File: src/rtl/core/tgq_pkg.sv
package tgq_pkg;

	localparam int DEF_SAMPLE_WIDTH = 16;
	localparam int DEF_TIME_WIDTH   = 32;

	localparam int ADDR_WIDTH  = 5;
	localparam int DATA_WIDTH  = 32;
	localparam int INDEX_WIDTH = 3;

	localparam int THRESH_WIDTH   = 15;
	localparam int HOLD_WIDTH     = 8;
	localparam int IDLE_WIDTH     = 12;
	localparam int INTERVAL_WIDTH = 32;
	localparam int GESTURE_WIDTH  = 3;

	// register indexes
	localparam logic [INDEX_WIDTH-1:0] REG_TILT_THRESHOLD = 3'd0;
	localparam logic [INDEX_WIDTH-1:0] REG_HOLD_COUNT     = 3'd1;
	localparam logic [INDEX_WIDTH-1:0] REG_IDLE_COUNT     = 3'd2;
	localparam logic [INDEX_WIDTH-1:0] REG_REPEAT_HORIZ   = 3'd3;
	localparam logic [INDEX_WIDTH-1:0] REG_REPEAT_VERT    = 3'd4;

	localparam logic [THRESH_WIDTH-1:0]   RST_TILT_THRESHOLD = 15'd500;
	localparam logic [HOLD_WIDTH-1:0]     RST_HOLD_COUNT     = 8'd10;
	localparam logic [IDLE_WIDTH-1:0]     RST_IDLE_COUNT     = 12'd1000;
	localparam logic [INTERVAL_WIDTH-1:0] RST_REPEAT_HORIZ   = 32'd250000;
	localparam logic [INTERVAL_WIDTH-1:0] RST_REPEAT_VERT    = 32'd1000000;

	// reported gesture codes
	localparam logic [GESTURE_WIDTH-1:0] G_SELECT = 3'd0;
	localparam logic [GESTURE_WIDTH-1:0] G_RIGHT  = 3'd1;
	localparam logic [GESTURE_WIDTH-1:0] G_LEFT   = 3'd2;
	localparam logic [GESTURE_WIDTH-1:0] G_BACK   = 3'd3;
	localparam logic [GESTURE_WIDTH-1:0] G_IDLE   = 3'd4;

	// remembered last tilt gesture
	localparam logic [GESTURE_WIDTH-1:0] LAST_NONE  = 3'd0;
	localparam logic [GESTURE_WIDTH-1:0] LAST_RIGHT = 3'd1;
	localparam logic [GESTURE_WIDTH-1:0] LAST_LEFT  = 3'd2;
	localparam logic [GESTURE_WIDTH-1:0] LAST_DOWN  = 3'd3;
	localparam logic [GESTURE_WIDTH-1:0] LAST_UP    = 3'd4;

	typedef struct packed {
		logic [THRESH_WIDTH-1:0]   tilt_threshold;
		logic [HOLD_WIDTH-1:0]     hold_count;
		logic [IDLE_WIDTH-1:0]     idle_count;
		logic [INTERVAL_WIDTH-1:0] repeat_horizontal_us;
		logic [INTERVAL_WIDTH-1:0] repeat_vertical_us;
	} cfg_t;

	typedef struct packed {
		logic flat;
		logic tilt_up;
		logic tilt_down;
		logic tilt_left;
		logic tilt_right;
	} tilt_class_t;

endpackage

File: src/rtl/core/tilt_gesture_qualifier.sv
// Tilt gesture qualifier: turns accelerometer samples into menu gestures.
//
// Input channel (in_valid/in_ready) carries one sample word: paused, button,
// accel_x_raw, accel_y_raw and time_us. Output channel (out_valid/out_ready)
// carries one gesture word: 0 select, 1 right, 2 left, 3 back, 4 idle.
// A sample yields zero or one gesture; paused samples yield nothing.
// Thresholds, hold and idle counts and the autorepeat intervals sit behind
// an APB-style port, one 32-bit register every 4 bytes; pready is always 1.
//
// Path: an accepted sample is held in the input register and evaluated from it;
// its gesture is loaded into the output register when the sample advances.
// Throughput: one sample per clock while the output is not stalled; the run
// counters and last-gesture memory update as each unpaused sample advances, so
// back-to-back samples see the state left by their predecessor.
// Stall: when out_ready is low with a word waiting, the input register holds
// its sample and in_ready drops once it is full; nothing is dropped.
// Reset (arst_n low) clears both registers' valid flags, all run counters,
// the last-gesture memory, and loads the register defaults.
module tilt_gesture_qualifier
	import tgq_pkg::*;
#(
	parameter int SAMPLE_WIDTH = DEF_SAMPLE_WIDTH,
	parameter int TIME_WIDTH   = DEF_TIME_WIDTH
) (
	input  logic                     clk,
	input  logic                     arst_n,
	input  logic                     psel,
	input  logic                     penable,
	input  logic                     pwrite,
	input  logic [ADDR_WIDTH-1:0]    paddr,
	input  logic [DATA_WIDTH-1:0]    pwdata,
	output logic [DATA_WIDTH-1:0]    prdata,
	output logic                     pready,
	input  logic                     in_valid,
	output logic                     in_ready,
	input  logic                     paused,
	input  logic                     button,
	input  logic [SAMPLE_WIDTH-1:0]  accel_x_raw,
	input  logic [SAMPLE_WIDTH-1:0]  accel_y_raw,
	input  logic [TIME_WIDTH-1:0]    time_us,
	output logic                     out_valid,
	input  logic                     out_ready,
	output logic [GESTURE_WIDTH-1:0] gesture
);

	cfg_t                     cfg;
	tilt_class_t              cls;
	logic                     valid_s1;
	logic                     paused_s1;
	logic                     button_s1;
	logic [SAMPLE_WIDTH-1:0]  accel_x_s1;
	logic [SAMPLE_WIDTH-1:0]  accel_y_s1;
	logic [TIME_WIDTH-1:0]    time_s1;
	logic                     valid_s2;
	logic [GESTURE_WIDTH-1:0] gesture_s2;
	logic                     advance;
	logic                     fire;
	logic [GESTURE_WIDTH-1:0] code;

	tgq_regs u_regs (
		.clk     (clk),
		.arst_n  (arst_n),
		.psel    (psel),
		.penable (penable),
		.pwrite  (pwrite),
		.paddr   (paddr),
		.pwdata  (pwdata),
		.prdata  (prdata),
		.pready  (pready),
		.cfg     (cfg)
	);

	// Advance the held sample whenever the output register is free or drains.
	assign advance  = valid_s1 & (~valid_s2 | out_ready);
	assign in_ready = ~valid_s1 | advance;

	always_ff @(posedge clk or negedge arst_n) begin
		if (!arst_n) begin
			valid_s1 <= 1'b0;
		end else if (in_ready) begin
			valid_s1 <= in_valid;
		end
	end

	always_ff @(posedge clk) begin
		if (in_ready && in_valid) begin
			paused_s1  <= paused;
			button_s1  <= button;
			accel_x_s1 <= accel_x_raw;
			accel_y_s1 <= accel_y_raw;
			time_s1    <= time_us;
		end
	end

	// Class the held sample against the threshold.
	tgq_classify #(
		.SAMPLE_WIDTH (SAMPLE_WIDTH)
	) u_classify (
		.accel_x   (accel_x_s1),
		.accel_y   (accel_y_s1),
		.threshold (cfg.tilt_threshold),
		.cls       (cls)
	);

	// Update runs and last-gesture memory; decide on the gesture word.
	tgq_tracker #(
		.TIME_WIDTH (TIME_WIDTH)
	) u_tracker (
		.clk    (clk),
		.arst_n (arst_n),
		.step   (advance),
		.paused (paused_s1),
		.button (button_s1),
		.cls    (cls),
		.now    (time_s1),
		.cfg    (cfg),
		.fire   (fire),
		.code   (code)
	);

	// Output register: load on advance, drop the word once taken.
	always_ff @(posedge clk or negedge arst_n) begin
		if (!arst_n) begin
			valid_s2 <= 1'b0;
		end else if (advance) begin
			valid_s2 <= fire;
		end else if (out_ready) begin
			valid_s2 <= 1'b0;
		end
	end

	always_ff @(posedge clk) begin
		if (advance && fire) begin
			gesture_s2 <= code;
		end
	end

	assign out_valid = valid_s2;
	assign gesture   = gesture_s2;

endmodule

File: src/rtl/core/tgq_regs.sv
module tgq_regs
	import tgq_pkg::*;
(
	input  logic                  clk,
	input  logic                  arst_n,
	input  logic                  psel,
	input  logic                  penable,
	input  logic                  pwrite,
	input  logic [ADDR_WIDTH-1:0] paddr,
	input  logic [DATA_WIDTH-1:0] pwdata,
	output logic [DATA_WIDTH-1:0] prdata,
	output logic                  pready,
	output cfg_t                  cfg
);

	cfg_t                   cfg_q;
	logic [INDEX_WIDTH-1:0] index;
	logic                   wr_en;

	assign index  = paddr[ADDR_WIDTH-1:2];
	assign pready = 1'b1;
	assign wr_en  = psel & penable & pwrite;
	assign cfg    = cfg_q;

	always_ff @(posedge clk or negedge arst_n) begin
		if (!arst_n) begin
			cfg_q.tilt_threshold       <= RST_TILT_THRESHOLD;
			cfg_q.hold_count           <= RST_HOLD_COUNT;
			cfg_q.idle_count           <= RST_IDLE_COUNT;
			cfg_q.repeat_horizontal_us <= RST_REPEAT_HORIZ;
			cfg_q.repeat_vertical_us   <= RST_REPEAT_VERT;
		end else if (wr_en) begin
			unique case (index)
				REG_TILT_THRESHOLD: cfg_q.tilt_threshold <= pwdata[THRESH_WIDTH-1:0];
				REG_HOLD_COUNT:     cfg_q.hold_count     <= pwdata[HOLD_WIDTH-1:0];
				REG_IDLE_COUNT:     cfg_q.idle_count     <= pwdata[IDLE_WIDTH-1:0];
				REG_REPEAT_HORIZ:   cfg_q.repeat_horizontal_us <= pwdata;
				REG_REPEAT_VERT:    cfg_q.repeat_vertical_us   <= pwdata;
				default: ;
			endcase
		end
	end

	always_comb begin
		unique case (index)
			REG_TILT_THRESHOLD: prdata = DATA_WIDTH'(cfg_q.tilt_threshold);
			REG_HOLD_COUNT:     prdata = DATA_WIDTH'(cfg_q.hold_count);
			REG_IDLE_COUNT:     prdata = DATA_WIDTH'(cfg_q.idle_count);
			REG_REPEAT_HORIZ:   prdata = cfg_q.repeat_horizontal_us;
			REG_REPEAT_VERT:    prdata = cfg_q.repeat_vertical_us;
			default:            prdata = '0;
		endcase
	end

endmodule

File: src/rtl/core/tgq_classify.sv
module tgq_classify
	import tgq_pkg::*;
#(
	parameter int SAMPLE_WIDTH = DEF_SAMPLE_WIDTH
) (
	input  logic [SAMPLE_WIDTH-1:0] accel_x,
	input  logic [SAMPLE_WIDTH-1:0] accel_y,
	input  logic [THRESH_WIDTH-1:0] threshold,
	output tilt_class_t             cls
);

	// one spare bit for the negated full-scale reading, one for sign of threshold
	localparam int NW = (SAMPLE_WIDTH + 1 > THRESH_WIDTH + 1) ? SAMPLE_WIDTH + 1
	                                                          : THRESH_WIDTH + 1;
	localparam int CW = NW + 1;

	logic signed [CW-1:0] ax;
	logic signed [CW-1:0] ay;
	logic signed [CW-1:0] t_pos;
	logic signed [CW-1:0] t_neg;

	// negate both axes; the sign extension keeps the most negative value exact
	assign ax    = -$signed(CW'($signed(accel_x)));
	assign ay    = -$signed(CW'($signed(accel_y)));
	assign t_pos = $signed(CW'(threshold));
	assign t_neg = -t_pos;

	assign cls.flat       = (ax < t_pos) && (ax > t_neg) && (ay < t_pos) && (ay > t_neg);
	assign cls.tilt_up    = ax > t_pos;
	assign cls.tilt_down  = ax < t_neg;
	assign cls.tilt_left  = ay > t_pos;
	assign cls.tilt_right = ay < t_neg;

endmodule

File: src/rtl/core/tgq_tracker.sv
module tgq_tracker
	import tgq_pkg::*;
#(
	parameter int TIME_WIDTH = DEF_TIME_WIDTH
) (
	input  logic                     clk,
	input  logic                     arst_n,
	input  logic                     step,
	input  logic                     paused,
	input  logic                     button,
	input  tilt_class_t              cls,
	input  logic [TIME_WIDTH-1:0]    now,
	input  cfg_t                     cfg,
	output logic                     fire,
	output logic [GESTURE_WIDTH-1:0] code
);

	localparam int DW = (TIME_WIDTH > INTERVAL_WIDTH) ? TIME_WIDTH : INTERVAL_WIDTH;

	localparam logic [IDLE_WIDTH-1:0] FLAT_MAX = '1;
	localparam logic [HOLD_WIDTH-1:0] TILT_MAX = '1;

	logic [IDLE_WIDTH-1:0]    flat_q,  flat_n;
	logic [HOLD_WIDTH-1:0]    up_q,    up_n;
	logic [HOLD_WIDTH-1:0]    down_q,  down_n;
	logic [HOLD_WIDTH-1:0]    left_q,  left_n;
	logic [HOLD_WIDTH-1:0]    right_q, right_n;
	logic [GESTURE_WIDTH-1:0] last_q,  last_n;
	logic [TIME_WIDTH-1:0]    ltime_q, ltime_n;
	logic [TIME_WIDTH-1:0]    elapsed;
	logic                     horiz_late;
	logic                     vert_late;
	logic                     hold_flat;

	function automatic logic [HOLD_WIDTH-1:0] bump_tilt(logic [HOLD_WIDTH-1:0] run, logic hit);
		logic [HOLD_WIDTH-1:0] r;
		r = '0;
		if (hit)
			r = (run == TILT_MAX) ? run : run + 1'b1;
		return r;
	endfunction

	function automatic logic may_fire(logic [GESTURE_WIDTH-1:0] last,
	                                  logic [GESTURE_WIDTH-1:0] want, logic late);
		return (last == LAST_NONE) || ((last == want) && late);
	endfunction

	always_comb begin
		flat_n    = cls.flat ? ((flat_q == FLAT_MAX) ? flat_q : flat_q + 1'b1) : '0;
		up_n      = bump_tilt(up_q,    cls.tilt_up);
		down_n    = bump_tilt(down_q,  cls.tilt_down);
		left_n    = bump_tilt(left_q,  cls.tilt_left);
		right_n   = bump_tilt(right_q, cls.tilt_right);
		last_n    = last_q;
		ltime_n   = ltime_q;
		fire      = 1'b0;
		code      = G_SELECT;
		hold_flat = flat_n > IDLE_WIDTH'(cfg.hold_count);

		// a long flat run forgets the last gesture before any gesture is checked; a button press keeps it
		if (hold_flat) begin
			last_n  = LAST_NONE;
			ltime_n = '0;
		end

		elapsed    = now - ltime_n;
		horiz_late = DW'(elapsed) > DW'(cfg.repeat_horizontal_us);
		vert_late  = DW'(elapsed) > DW'(cfg.repeat_vertical_us);

		if (button) begin
			fire    = 1'b1;
			code    = G_SELECT;
			last_n  = last_q;
			ltime_n = ltime_q;
		end else if (flat_n > cfg.idle_count) begin
			fire = 1'b1;
			code = G_IDLE;
		end else if (right_n > cfg.hold_count && may_fire(last_n, LAST_RIGHT, horiz_late)) begin
			fire    = 1'b1;
			code    = G_RIGHT;
			last_n  = LAST_RIGHT;
			ltime_n = now;
		end else if (left_n > cfg.hold_count && may_fire(last_n, LAST_LEFT, horiz_late)) begin
			fire    = 1'b1;
			code    = G_LEFT;
			last_n  = LAST_LEFT;
			ltime_n = now;
		end else if (down_n > cfg.hold_count && may_fire(last_n, LAST_DOWN, vert_late)) begin
			fire    = 1'b1;
			code    = G_SELECT;
			last_n  = LAST_DOWN;
			ltime_n = now;
		end else if (up_n > cfg.hold_count && may_fire(last_n, LAST_UP, vert_late)) begin
			fire    = 1'b1;
			code    = G_BACK;
			last_n  = LAST_UP;
			ltime_n = now;
		end

		// every reported word restarts all runs
		if (fire) begin
			flat_n  = '0;
			up_n    = '0;
			down_n  = '0;
			left_n  = '0;
			right_n = '0;
		end

		if (paused)
			fire = 1'b0;
	end

	always_ff @(posedge clk or negedge arst_n) begin
		if (!arst_n) begin
			flat_q  <= '0;
			up_q    <= '0;
			down_q  <= '0;
			left_q  <= '0;
			right_q <= '0;
			last_q  <= LAST_NONE;
			ltime_q <= '0;
		end else if (step && !paused) begin
			flat_q  <= flat_n;
			up_q    <= up_n;
			down_q  <= down_n;
			left_q  <= left_n;
			right_q <= right_n;
			last_q  <= last_n;
			ltime_q <= ltime_n;
		end
	end

endmodule
File: config.mk
export PLATFORM = sky130hd
export DESIGN_NAME = tilt_gesture_qualifier
export DESIGN_NICKNAME = d
export VERILOG_FILES = /design/src/rtl/core/tgq_pkg.sv /design/src/rtl/core/tilt_gesture_qualifier.sv /design/src/rtl/core/tgq_regs.sv /design/src/rtl/core/tgq_classify.sv /design/src/rtl/core/tgq_tracker.sv
export SDC_FILE = /design/constraint.sdc
export NUM_CORES = 1
export LEC_CHECK = 0
export BUFFER_PORTS_ARGS = -buffer_cell sky130_fd_sc_hd__buf_2
export CAP_MARGIN = 20
export CORE_ASPECT_RATIO = 0.5
export CORE_MARGIN = 4
export CORE_UTILIZATION = 45
export CTS_BUF_LIST = sky130_fd_sc_hd__clkbuf_8
export DETAILED_ROUTE_END_ITERATION = 10
export PLACE_DENSITY = 0.69
export RECOVER_POWER = 100
export SYNTH_ARGS = -nofsm -noshare
export SYNTH_HDL_FRONTEND = slang
export SYNTH_HIERARCHICAL = 1
export SYNTH_SLANG_ARGS = --single-unit
File: constraint.sdc
create_clock -name clk -period 29.1 [get_ports clk]
set_input_delay 5.82 -clock clk [delete_from_list [all_inputs] [get_ports clk]]
set_output_delay 5.82 -clock clk [all_outputs]
set_load 0.02 [all_outputs]
Word level (Yosys, flattened, before mapping) --
Cells that the tools add are included.
Cells by class: $add $sub $neg 9, $mul 0, div/mod/pow operators 0, $lt $le $gt $ge 16, equal/unequal tests 13, shift operators 0, mux-type cells 42, bitwise gates (word level) 8, reduce and logical (&&, ||, !) cells 30
Operators by type and width (number):
- 32-bit 2-to-1 mux | 6
- 32-bit case mux with 5 select lines | 1
- 8-bit 2-to-1 mux | 12
- 32-bit > comparator | 2
- 18-bit by 16-bit > comparator with 1-bit output | 2
- 18-bit > comparator | 2
- 18-bit by 16-bit less-than comparator with 1-bit output | 2
- 18-bit less-than comparator | 2
- 12-bit 2-to-1 mux | 3
- 16-bit negation with 18-bit output | 2
- 8-bit by 1-bit adder with 8-bit output, second input constant | 4
- 8-bit == test, second input constant | 4
- 8-bit > comparator | 4
- 32-bit subtractor | 1
- 3-bit 2-to-1 mux | 10
- 15-bit negation with 18-bit output | 1
- 1-bit logical AND | 14
- 12-bit by 1-bit adder with 12-bit output, second input constant | 1
- 12-bit == test, second input constant | 1
- 3-bit by 2-bit == test with 1-bit output, second input constant | 4
- 12-bit > comparator | 1
- 12-bit by 8-bit > comparator with 1-bit output | 1
- 2-bit AND reduction | 6
- 1-bit 2-to-1 mux | 9
- other kinds (12) | 23
Word-level totals: bits in registers 249, bits in latches 0, RAM bits 0, bits in read-only memories 0, output and inout bits 38, word-level logic and storage cells 140, memories 0

Logic depth before layout (Yosys ltp) --
depth in word-level cells 21, mapped depth 50, depth with buffers taken out 46

By module --
The synthesis kept the hierarchy.
Modules (own cells, without submodules):
- tgq_tracker | instances 1, cells an instance 1012, area each 8583.2 µm²
- tgq_regs | instances 1, cells an instance 304, area each 4501.8 µm²
- tgq_classify | instances 1, cells an instance 329, area each 2538.7 µm²
- tilt_gesture_qualifier | instances 1, cells an instance 79, area each 2180.8 µm²

Least setup slack after synthesis --
OpenSTA, ideal clock, no wires.
kind input -> output, from input paddr[2], to output prdata[1], arrival time 7.006 ns, data required time 23.280 ns, setup slack 16.274 ns, stages 5, path buffers 2, cells stage by stage buf_4 clkbuf_1 mux2_2 a32oi_1 o21ai_0
On the way: word-level cells in the longest chain between the ends 2, elaborated cells between the ends (all ways) 6
RTL lines:
- start, declared | RTL line tilt_gesture_qualifier.sv:30 | input logic [ADDR_WIDTH-1:0] paddr,
- 3-bit == test (tied with other cells) | RTL line tgq_regs.sv:45 | unique case (index)
- 32-bit case mux with 5 select lines (*) | RTL line tgq_regs.sv:45
- end, declared | RTL line tilt_gesture_qualifier.sv:32 | output logic [DATA_WIDTH-1:0] prdata,
Mark *: on every way between the ends. The rest lies on a longest branch, timed or not.

==> key figures <==
Logic synthesis
  – Number of synthesized register bits: around 250
  – Top cell type's share of synthesized area: 0.214
  – Synth Area per Inst: 10.3 um2
  – Post-synthesis adder-cell area fraction: 0.152
  – Mux contribution to synthesized area: 0.0771
  – Syn. warnings: 6
  – Sequential fraction of the synthesis area: 0.371
  – Yosys cell types: 105
  – Post-Synth Simple-Gate Area: 0.134
  – Compound-Gate Fraction of Synth Area: 0.170
  – Post-synth EDFFs: 69
  – Cell taking the most area after synthesis: dfrtp_1
  – XOR/XNOR share of the synthesized area: 0.0487
  – Synth Net Count: approximately 2.0k
  – Top FF cell, synth: dfrtp_1
  – Post-synth ARST share: 0.723
  – Synthesized area: 17800 um2
  – Synth top area cells: dfrtp_1 (21%), ha_1 (15%), edfxtp_1 (12%), a22o_1 (4.4%), dfstp_2 (4.1%)
  – Cells after Synth: 1724
  – Largest family of logic cells by synthesized area: compound AO/OA/AOI/OAI gates

Timing
  – Tightest Pin Transition: around 4.7 ns
  – Final hold slack: approximately 0.50 ns
  – Fin crit period: ~16 ns
  – RSZ-0062 raised after global routing: no
  – Max Slew Vio Count: approximately 440
  – Period utilization: 0.539
  – F_max: 0.0638 GHz
  – Clock Skew: about 0.028 ns
  – Final setup fails: 0
  – Final Hold Viols: 0
  – Slew HR: -2.17
  – Total negative slack: 0 ns

Route
  – Routed len/inst: 18.3 um
  – Drt total wl: around 45000 um
  – Via Count: 13.8k
  – ANT nets after route: 0
  – First drt pass iteration count: 7
  – # DRC: 0
  – DRT iter0 DRCs: approximately 890
  – Vias per inst: roughly 5.7

Power
  – Worst vdd ir: about 0.000033 V
  – Total power per unit cell area: just under 80 nW/um2
  – Leakage: ~8.8 nW
  – Final Power: 0.00156 W

GRT
  – Initial antenna violation count: 1
  – Total track usage: 0.208
  – First-pass GRT wire length: slightly above 70000 um
  – Vias in the first global route: 13.6k
  – Total gr overflow: 0
  – Largest net degree at the start of global routing: between 60 and 70

Clock tree
  – CTS root buffer: clkbuf_8
  – Clock transition at the registers of the reported paths: about 0.06 ns
  – Longest Clk Path Bufs: 3
  – Post-cts sizing count: 0
  – CTS Sinks: approximately 250
  – CTS Hold Bufs: 0
  – Worst-Skew Late Latency: just under 0.6 ns
  – CTS tree: built
  – H-Tree Depth: 2
  – Setup Buffers After CTS: 0
  – Num CTS Buffers: 40

Flow run
  – Max capacitance violation total: 10

Worst setup path
  – Reg2reg start: accel_y_s1[3]
  – CP endpoint kind: flop
  – Critical Path Slowest Stage Cell: nor2b_1
  – R2R Path End: u_tracker/flat_q[10]
  – Crit path arrival time: between 15 and 20 ns
  – R2r worst-path depth: 43
  – R2r setup slk: about 13 ns
  – Startpoint kind of the worst setup timing path: flop
  – Critical path required time: ~30 ns
  – Worst-path maximum fanout: 39
  – Crit path launch: accel_y_s1[3]
  – Critical Path Most Common Cell: a21oi_1
  – Kind of critical path: reg -> reg
  – Max stage delay on crit path: between 2 and 2.5 ns

Placement
  – Routability cong.: 0.869
  – PortBufs: 144
  – Final HPWL DP: between 30000 and 40000 um

Status
  – Outcome: finished with violations
  – Failing checks: capacitance limit, slew limit

Die
  – Starting Density: 0.457
  – I/O pin total: roughly 150
  – # rows: 51
  – Die Height: ~150 um
  – Die area: about 43000 um2
  – Die width: ~290 um
  – Core area: roughly 39000 um2

Hold path
  – Worst min-delay path class: reg -> reg
  – Worst hold endpoint: u_tracker/ltime_q[0]
  – Hold Path Depth: 1
  – Min-delay src: time_s1[0]

Finish
  – N_diodes: 0
  – Final nets: between 2k and 2.5k
  – Layout cells sized above 1: 0.151
  – Area Growth Syn to Fin: 10.5%
[worst max path at each step]
stage / slack [ns] / depth (start not counted) / endpoint
6_report: 13.42 / 43 / u_tracker/flat_q[10]
4_1_cts: 15.75 / 5 / prdata[4]
3_3_place_gp: 15.71 / 4 / prdata[18]
2_1_floorplan: 16.27 / 5 / prdata[1]
5_1_grt: 12.32 / 43 / u_tracker/flat_q[8]
3_5_place_dp: 15.71 / 5 / prdata[3]
[layout by cell type (no fill, tap or decap), types with 57 or more instances in the layout]
| cell | netlist | final |
|---|---|---|
| dfrtp_1 | 152 | 152 |
| mux2_2 | 62 | 63 |
| nand2_1 | 109 | 109 |
| o21ai_0 | 52 | 57 |
| nor2_1 | 80 | 79 |
| inv_1 | 146 | 157 |
| edfxtp_1 | 69 | 69 |
| a22o_1 | 89 | 89 |
| a21oi_1 | 78 | 78 |
| buf_2 | 9 | 100 |
| ha_1 | 212 | 212 |
[synthesized netlist by cell type (42+ instances only)]
master and instances:
a22o_1 89, ha_1 212, mux2_2 62, edfxtp_1 69, nand3_1 49, nand4_1 53, o21ai_0 52, xnor2_1 50
a21o_1 42, a21oi_1 78, inv_1 146, dfrtp_1 152, nand2_1 109, nor2_1 80
[critical path: cells and delay by family (launching register included)]
family / cells / cell delay [ns]
AND/OR/NAND/NOR: 17 / 7.08
AO/OA/AOI/OAI: 18 / 4.41
buffers and inverters: 2 / 1.68
adder cells (fa/ha/maj): 4 / 1.45
XOR/XNOR: 2 / 0.48
flip-flops: 1 / 0.45
[registers in the layout (all words and copies together), names as in the netlist, 12 cells and up]
name               count
u_regs/cfg            99
time_s1               32
u_tracker/ltime_q     32
accel_x_s1            16
accel_y_s1            16
u_tracker/flat_q      12
[cells by family after synthesis]
family          after synthesis
simple gates                438
mux                         120
other cells                   1
fa+ha+maj                   216
buf+inv                     194
flops                       249
xor+xnor                     93
compound gates              413
[per-stage QoR]
| stage | setup slack, ns | cells | instance area [um2] | utilization |
|---|---|---|---|---|
| 4_1_cts | 15.75 | 2432 | 19900 | 0.509 |
| 6_report | 13.42 | 2434 | 19700 | 0.504 |
| 5_1_grt | 12.32 | 2434 | 19700 | 0.504 |
| 3_5_place_dp | 15.71 | 2359 | 19000 | 0.487 |
| 2_1_floorplan | 16.27 | 1724 | 17800 | - |
| 3_3_place_gp | 15.71 | 2359 | 19000 | 0.487 |
[metal layers]
| metal | track usage | share of wire | vias up |
|---|---|---|---|
| li1 | - | - | 6726 |
| met1 | 0.284 | 0.46 | 6736 |
| met2 | 0.343 | 0.47 | 282 |
| met3 | 0.0337 | 0.051 | 66 |
| met4 | 0.0596 | 0.023 | 2 |
| met5 | 0 | 0.00045 | - |
[cell type report]
cell class,count,area [um2]
well taps,530,663
fillers,3614,19300
clock inverters,25,218
clock buffers,48,661
multi-input cells,1281,10300
inverters,147,552
repair buffers,154,711
flip-flops and latches,249,6610
[report_power, final]
part | total (W) | internal [W] | switching (W)
clock network | 0.000336 | 0.000187 | 0.000149
logic | 0.000741 | 0.000318 | 0.000424
registers | 0.000480 | 0.000428 | 0.0000518
total | 0.00156 | 0.000932 | 0.000625
(Power assumes the default switching activity.)
